[config.mk]
export PLATFORM = sky130hd
export DESIGN_NAME = sbba_shape
export DESIGN_NICKNAME = d
export VERILOG_FILES = /design/src/sbba_pkg.sv /design/src/sbba_shape.sv
export SDC_FILE = /design/constraint.sdc
export NUM_CORES = 1
export LEC_CHECK = 0
export BUFFER_PORTS_ARGS = -buffer_cell sky130_fd_sc_hd__clkbuf_2
export CAP_MARGIN = 20
export CELL_PAD_IN_SITES_DETAIL_PLACEMENT = 0
export CELL_PAD_IN_SITES_GLOBAL_PLACEMENT = 1
export CORE_ASPECT_RATIO = 0.75
export CORE_MARGIN = 2
export CORE_UTILIZATION = 44
export DETAILED_ROUTE_END_ITERATION = 12
export MAX_ROUTING_LAYER = met4
export PLACE_DENSITY_LB_ADDON = 0.2
export SLEW_MARGIN = 10
export SYNTH_ARGS = -nofsm -noshare
export SYNTH_HDL_FRONTEND = slang
export SYNTH_SLANG_ARGS = --single-unit
[constraint.sdc]
create_clock -name vclk -period 18.14
set_clock_uncertainty 0.05 [all_clocks]
set_input_delay 0.907 -clock vclk [all_inputs]
set_output_delay 0.907 -clock vclk [all_outputs]
set_load 0.02 [all_outputs]
[src/sbba_pkg.sv]
// sbba_pkg: shared types, codes, block layout tables and helper functions
// for the swizzled block bitmap allocator
// no dependencies
package sbba_pkg;

    localparam int DEF_NUM_PAGES  = 512;
    localparam int BLOCKS_PER_PAGE = 32;
    // wide enough for page numbers, spans (up to 64*128) and their sums
    localparam int CNT_W = 17;

    typedef enum logic [2:0] {
        CMD_ALLOC   = 3'd0,
        CMD_FREE    = 3'd1,
        CMD_RESERVE = 3'd2,
        CMD_QUERY   = 3'd3,
        CMD_CLEAR   = 3'd4
    } cmd_t;

    typedef enum logic [2:0] {
        ST_OK       = 3'd0,
        ST_NOMEM    = 3'd1,
        ST_CONFLICT = 3'd2,
        ST_BAD      = 3'd3,
        ST_EMPTY    = 3'd4
    } status_t;

    localparam logic [3:0] FMT_CT32  = 4'd0;
    localparam logic [3:0] FMT_CT24  = 4'd1;
    localparam logic [3:0] FMT_T8H   = 4'd2;
    localparam logic [3:0] FMT_T4HL  = 4'd3;
    localparam logic [3:0] FMT_T4HH  = 4'd4;
    localparam logic [3:0] FMT_CT16  = 4'd5;
    localparam logic [3:0] FMT_CT16S = 4'd6;
    localparam logic [3:0] FMT_T8    = 4'd7;
    localparam logic [3:0] FMT_T4    = 4'd8;
    localparam logic [3:0] FMT_Z32   = 4'd9;
    localparam logic [3:0] FMT_Z24   = 4'd10;
    localparam logic [3:0] FMT_Z16   = 4'd11;
    localparam logic [3:0] FMT_Z16S  = 4'd12;

    typedef enum logic [2:0] {
        LAY_C32,
        LAY_C16,
        LAY_C16S,
        LAY_Z32,
        LAY_Z16,
        LAY_Z16S
    } lay_t;

    typedef enum logic [1:0] {
        OP_OR,
        OP_ANDN,
        OP_SET,
        OP_ZERO
    } sweep_op_t;

    typedef enum logic [2:0] {
        S_IDLE,
        S_DISPATCH,
        S_MOD,
        S_ASCAN,
        S_AEVAL,
        S_SWEEP,
        S_QSCAN,
        S_DONE
    } state_t;

    typedef struct packed {
        logic [2:0]  cmd;
        logic [11:0] image_width;
        logic [11:0] image_height;
        logic [11:0] row_stride_pixels;
        logic [3:0]  pixel_format;
        logic        page_aligned;
        logic [13:0] free_start_block;
        logic [8:0]  first_page;
        logic [9:0]  page_count;
    } req_t;

    typedef struct packed {
        logic [2:0]  status;
        logic [13:0] block_address;
    } result_t;

    typedef struct packed {
        logic        valid;
        logic [31:0] pattern;
        logic [4:0]  max_off;
        logic [7:0]  stride_pages;
        logic [7:0]  pages_wide;
        logic [14:0] span;
    } shp_t;

    localparam logic [4:0] TAB_C32 [32] = '{
         0,  1,  4,  5, 16, 17, 20, 21,   2,  3,  6,  7, 18, 19, 22, 23,
         8,  9, 12, 13, 24, 25, 28, 29,  10, 11, 14, 15, 26, 27, 30, 31 };
    localparam logic [4:0] TAB_Z32 [32] = '{
        24, 25, 28, 29,  8,  9, 12, 13,  26, 27, 30, 31, 10, 11, 14, 15,
        16, 17, 20, 21,  0,  1,  4,  5,  18, 19, 22, 23,  2,  3,  6,  7 };
    localparam logic [4:0] TAB_C16 [32] = '{
         0,  2,  8, 10,   1,  3,  9, 11,   4,  6, 12, 14,   5,  7, 13, 15,
        16, 18, 24, 26,  17, 19, 25, 27,  20, 22, 28, 30,  21, 23, 29, 31 };
    localparam logic [4:0] TAB_C16S [32] = '{
         0,  2, 16, 18,   1,  3, 17, 19,   8, 10, 24, 26,   9, 11, 25, 27,
         4,  6, 20, 22,   5,  7, 21, 23,  12, 14, 28, 30,  13, 15, 29, 31 };
    localparam logic [4:0] TAB_Z16 [32] = '{
        24, 26, 16, 18,  25, 27, 17, 19,  28, 30, 20, 22,  29, 31, 21, 23,
         8, 10,  0,  2,   9, 11,  1,  3,  12, 14,  4,  6,  13, 15,  5,  7 };
    localparam logic [4:0] TAB_Z16S [32] = '{
        24, 26,  8, 10,  25, 27,  9, 11,  16, 18,  0,  2,  17, 19,  1,  3,
        28, 30, 12, 14,  29, 31, 13, 15,  20, 22,  4,  6,  21, 23,  5,  7 };

    function automatic logic [4:0] lay_entry(lay_t c, logic [4:0] i);
        logic [4:0] v;
        case (c)
            LAY_C32:  v = TAB_C32[i];
            LAY_C16:  v = TAB_C16[i];
            LAY_C16S: v = TAB_C16S[i];
            LAY_Z32:  v = TAB_Z32[i];
            LAY_Z16:  v = TAB_Z16[i];
            LAY_Z16S: v = TAB_Z16S[i];
            default:  v = TAB_C32[i];
        endcase
        return v;
    endfunction

    // index of the highest set bit, 0 for an empty word
    function automatic logic [4:0] high_bit(logic [31:0] w);
        logic [4:0] h;
        h = 5'd0;
        for (int i = 0; i < 32; i++)
        begin
            if (w[i])
                h = 5'(i);
        end
        return h;
    endfunction

endpackage

[src/sbba_shape.sv]
// sbba_shape: derives page span and swizzled block pattern of a request
// depends on sbba_pkg (request/shape types, layout tables)
module sbba_shape
    import sbba_pkg::*;
(
    input  req_t req,
    output shp_t shp
);

    logic [2:0]  bwl, bhl, pwl, phl;
    logic [4:0]  bwm1, bhm1;
    logic [3:0]  pw, ph;
    lay_t        cls;
    logic [12:0] bx, by, sb, pgw, pgt, pgs;
    logic [3:0]  bxc, byc;
    logic [2:0]  col;
    logic [4:0]  row;
    logic [31:0] pat;
    logic [15:0] prod;

    always_comb
    begin
        case (req.pixel_format)
            FMT_CT16, FMT_CT16S, FMT_Z16, FMT_Z16S:
            begin
                bwl = 3'd4; bhl = 3'd3; pwl = 3'd2; phl = 3'd3;
            end
            FMT_T8:
            begin
                bwl = 3'd4; bhl = 3'd4; pwl = 3'd3; phl = 3'd2;
            end
            FMT_T4:
            begin
                bwl = 3'd5; bhl = 3'd4; pwl = 3'd2; phl = 3'd3;
            end
            default:
            begin
                bwl = 3'd3; bhl = 3'd3; pwl = 3'd3; phl = 3'd2;
            end
        endcase
        case (req.pixel_format)
            FMT_CT16, FMT_T4: cls = LAY_C16;
            FMT_CT16S:        cls = LAY_C16S;
            FMT_Z32, FMT_Z24: cls = LAY_Z32;
            FMT_Z16:          cls = LAY_Z16;
            FMT_Z16S:         cls = LAY_Z16S;
            default:          cls = LAY_C32;
        endcase
        bwm1 = 5'((6'd1 << bwl) - 6'd1);
        bhm1 = 5'((6'd1 << bhl) - 6'd1);
        pw   = 4'(5'd1 << pwl);
        ph   = 4'(5'd1 << phl);

        bx  = ({1'b0, req.image_width} + {8'd0, bwm1}) >> bwl;
        by  = ({1'b0, req.image_height} + {8'd0, bhm1}) >> bhl;
        sb  = ({1'b0, req.row_stride_pixels} + {8'd0, bwm1}) >> bwl;
        pgs = (sb + {9'd0, pw - 4'd1}) >> pwl;
        pgw = (bx + {9'd0, pw - 4'd1}) >> pwl;
        pgt = (by + {9'd0, ph - 4'd1}) >> phl;
        bxc = (bx > {9'd0, pw}) ? pw : bx[3:0];
        byc = (by > {9'd0, ph}) ? ph : by[3:0];

        // covered rectangle of blocks, mapped through the format layout
        pat = 32'd0;
        for (int i = 0; i < 32; i++)
        begin
            col = (pwl == 3'd3) ? 3'(i % 8) : 3'(i % 4);
            row = 5'(i) >> pwl;
            if ({1'b0, col} < bxc && {1'b0, row} < {1'b0, byc})
                pat[lay_entry(cls, 5'(i))] = 1'b1;
        end

        prod = pgs[7:0] * pgt[7:0];

        shp.valid        = (req.pixel_format <= FMT_Z16S) && (req.image_width != 12'd0)
                           && (req.image_height != 12'd0)
                           && (req.row_stride_pixels != 12'd0);
        shp.pattern      = pat;
        shp.max_off      = req.page_aligned ? 5'd0 : ~high_bit(pat);
        shp.stride_pages = pgs[7:0];
        shp.pages_wide   = pgw[7:0];
        shp.span         = prod[14:0];
    end

endmodule

# Word level (Yosys, flattened, before mapping)
# Cells that the tools add are included.
# totals
regBits	0
latchBits	0
ram_bits	0
rom_bits	0
in_bits	77
out_inout_bits	69
wordCells	491
mem_count	0
# classes
n_addsub	10
mul	1
n_div	0
n_lt_le_gt_ge	107
n_eq_ne	14
n_shift	42
n_mux	203
bitwise	32
reduce_logical	82
# op_table
operator	count
32-bit two-way mux	32
32-bit bitwise OR	31
5-bit two-way mux	65
5-bit one-hot mux with 5 select lines	12
5-bit one-hot mux with 3 select lines	18
5-bit by 6-bit less-than comparator with 1-bit output, second input constant	32
1-bit demux with 5-bit select	32
5-bit by 1-bit greater-or-equal comparator with 1-bit output, second input constant	32
5-bit by 4-bit less-than comparator with 1-bit output	32
5-bit by 2-bit right shift with 5-bit output, first input constant	16
1-bit logical AND	67
4-bit by 2-bit right shift with 5-bit output, first input constant	8
12-bit by 5-bit adder with 13-bit output	3
13-bit by 4-bit adder with 13-bit output	3
13-bit by 3-bit right shift with 13-bit output	3
13-bit by 3-bit right shift with 8-bit output	3
12-bit nonzero test	3
1-bit two-way mux	35
13-bit by 4-bit > comparator with 1-bit output	2
4-bit == test, second input constant	5
3-bit by 2-bit right shift with 5-bit output, first input constant	4
2-bit OR reduction	9
3-bit by 4-bit less-than comparator with 1-bit output	4
8-bit by 8-bit multiplier with 15-bit output	1
22 further kinds	39

# Depth between registers and ports, before layout
# logic_depth
word_depth	112
depth_mapped	42
ltp_nobuf	38

# Worst setup path before layout
# No wires, ideal clock.
# synth_path
path_kind	input to output
start	input req[35] in the netlist's numbering
end	output shp[14] in the netlist's numbering
arrival_ps	9510
t_required_ps	17183
setup_slack_ps	7673
stages	37
path_buffers	4
path_cell_list	buf_2 > clkbuf_1 > nand3b_1 > nand2_1 > nor2_1 > inv_1 > clkbuf_1 > clkbuf_1 > ha_1 > o31a_1 > o21ai_0 > a21oi_1 > xnor2_1 > o221ai_1 > ha_1 > o21a_1 > o211ai_1 > nor3b_1 > nand2_1 > a221oi_1 > nor2b_1 > fa_1 > fa_1 > fa_1 > inv_1 > fa_1 > inv_1 > ha_1 > a21oi_1 > nor2b_1 > o21a_1 > o21ai_0 > nand2b_1 > a21oi_1 > o21bai_1 > a21oi_1 > xnor2_1
# synth_rtl
item	line	text
start: declaration	sbba_shape.sv:6	input req_t req,
end: declaration	sbba_shape.sv:7	output shp_t shp

==> metrics.csv <==
metric;value;unit
# diodes;0;
number of antenna violations at the first check in global routing;0;
I/O pins;146;
final sequential cell count;0;
PnR worst setup slack;6600;ps
post-CTS sizing;0;
pre-CTS setup slack;6670;ps
largest net degree at the start of global routing;43;
critical path class;primary input to output pin;
final setup fails;0;
Synth area leader;fa_1;
Hold WC Path Type;primary input to output pin;
Die Wd;144;um
crit path launch type;primary input;
Slew Viols, Final;0;
Cell Count Post-Placement;1239;
final hold vios;0;
Post CTS Setup Buffer Count;0;
# rows;38;
stages on the worst setup path;40;
CP endpoint kind;output pin;
FF+latch area;0;sq um
Top delay family on crit path;compound AO/OA/AOI/OAI gates;
hold path depth;4;
layout cells sized above 1;16.1;%
Power, Total;1.12;mW
Routed Antenna Nets;0;
Initial Util;44.9;%
Routed WL per cell;17.2;um
period utilization;63.6;%
Slew HR;42.3;%
cts hold-fix bufs;0;
Seq/Total Area, Yosys;0;%
WP data arrival;10580;ps
Yosys warning count;0;
Worst VDD drop;282;uV
WP buf/inv;8;
# port buffers;108;
Post-Syn Instances;963;
MaxCap Viol Count;0;
dominant cells by area after synthesis;fa_1, ha_1, nand2_1, nor2_1, a21oi_1;
P_int;0.433;mW
Pleak;3.23;nW
post-DP HPWL;17.2;mm
Fillers;1564;
slowest stage delay, CP;740;ps
fmax;0.0866;GHz
global-route wire length before repair;34.6;mm
DRC;0;
Die H;109;um
CP required;17180;ps
Hold Slack;2150;ps
RSZ-0062 raised after global routing;no;
Global Route Usage Sum;27.6;%
slowest cell on the critical path;or4b_4;
Post-Syn Area;0.00649;sq mm
DR iter-0 viols;704;
power density cells;157;mW/mm^2
final wirelength;21.4;mm
Die ar.;0.0158;sq mm
crit-path max FO;18;
setup TNS;0;ps
crit path time final;11540;ps
routability cong.;0.997;
vias in the first global route;6623;
sw power;0.690;mW
Clock power frac;0;%
status;finished, final reports clean;
vias per inst;6.05;
clock buffer count;0;
nets@finish;1204;
Worst Tran Pin Value;863;ps
combinational share of power;100.0;%
residual overflow from global routing;0;
Non-Filler Instances;1239;
Synth top area share;10.8;%
switching share of power;61.5;%
first drt pass iteration count;5;
core box area;0.0145;sq mm
number of unique standard cell types used by synthesis;100;
Vias;7497;
sequential fraction of design power;0;%
area grow syn2layout;9.84;%
Avg Cell Area, Syn;6.74;sq um
## layer usage
layer	part of all wire [%]	vias to the layer above	global-route usage (%)
li1	-	3665	-
met1	50	3453	43.7
met2	38	359	37.2
met3	10	20	4.39
met4	0.89	0	2.29
met5	0	-	-
## cells by family after synthesis
kind of cell / synth area share [%]
AO/OA/AOI/OAI: 33.1
XOR/XNOR: 5.39
adder cells (fa/ha/maj): 20.8
buffers and inverters: 8.24
multiplexers: 1.29
other: 0.116
AND/OR/NAND/NOR: 31.1
## area by class of cell
class / instances / area, sq um / area share, %
tap: 200 / 250 / 3.51
inverter: 75 / 283 / 3.96
timing repair buffer: 117 / 608 / 8.52
multi-input combinational: 847 / 5990 / 84.0
## Yosys cell counts, types with 5 or more instances
master and instances:
a211o_1 5, a211oi_1 10, a21o_1 9, a21oi_1 54
a221o_1 8, a221oi_1 5, a22o_1 5, a22oi_1 11
a22oi_2 6, a2bb2oi_1 5, and2_1 12, and3_1 10
buf_2 10, buf_6 6, clkbuf_1 31, fa_1 35
ha_1 51, inv_1 72, mux2i_1 5, nand2_1 119
nand2b_1 14, nand3_1 25, nand4_1 8, nor2_1 113
nor2b_1 15, nor3_1 29, nor4_1 7, o2111ai_1 6
o211ai_1 14, o21a_1 13, o21ai_0 41, o21ai_1 12
o221a_2 5, o221ai_1 13, o22ai_1 22, or2_2 7
or3_1 6, xnor2_1 30, xor2_1 10
## metrics by stage
stage | instance area [sq um] | util, %
2_1_floorplan | 6530 | -
3_3_place_gp | 7130 | 49.4
3_5_place_dp | 7130 | 49.4
4_1_cts | 7130 | 49.4
5_1_grt | 7130 | 49.4
6_report | 7130 | 49.4
## worst paths after layout
check	slack [ps]	from	end
setup / recovery	6600	req[34]	shp[14]
hold / removal	2150	req[33]	shp[33]
## power by group through the flow
stage          Combinational (mW)  Clock, mW  Sequential, mW
6_report                     1.12          0               0
5_1_grt                      1.27          0               0
4_1_cts                      1.13          0               0
3_5_place_dp                 1.12          0               0
3_3_place_gp                 1.11          0               0
2_1_floorplan               0.846          0               0
## placed cells by master (no fill, tap or decap), drive strengths merged, types with 5 or more instances in the layout
cell type,synthesis,routed
nand2,120,120
nor2,118,118
clkbuf,31,108
inv,74,74
a21oi,54,54
o21ai,54,54
ha,51,51
fa,35,35
nor3,31,31
xnor2,30,30
nand3,26,26
o22ai,22,22
a22oi,17,17
nand2b,16,16
nor2b,15,15
o211ai,15,15
o21a,14,14
o221ai,13,13
and2,12,12
conb,2,11
a211oi,11,11
and3,10,10
xor2,10,10
or2,10,10
nor4,10,10
a21o,9,9
buf,19,9
nand4,8,8
a221o,8,8
o2111ai,6,6
or3,6,6
a211o,6,6
a2bb2oi,6,6
mux2i,5,5
a221oi,5,5
a22o,5,5
o221a,5,5
(Power assumes the default switching activity.)
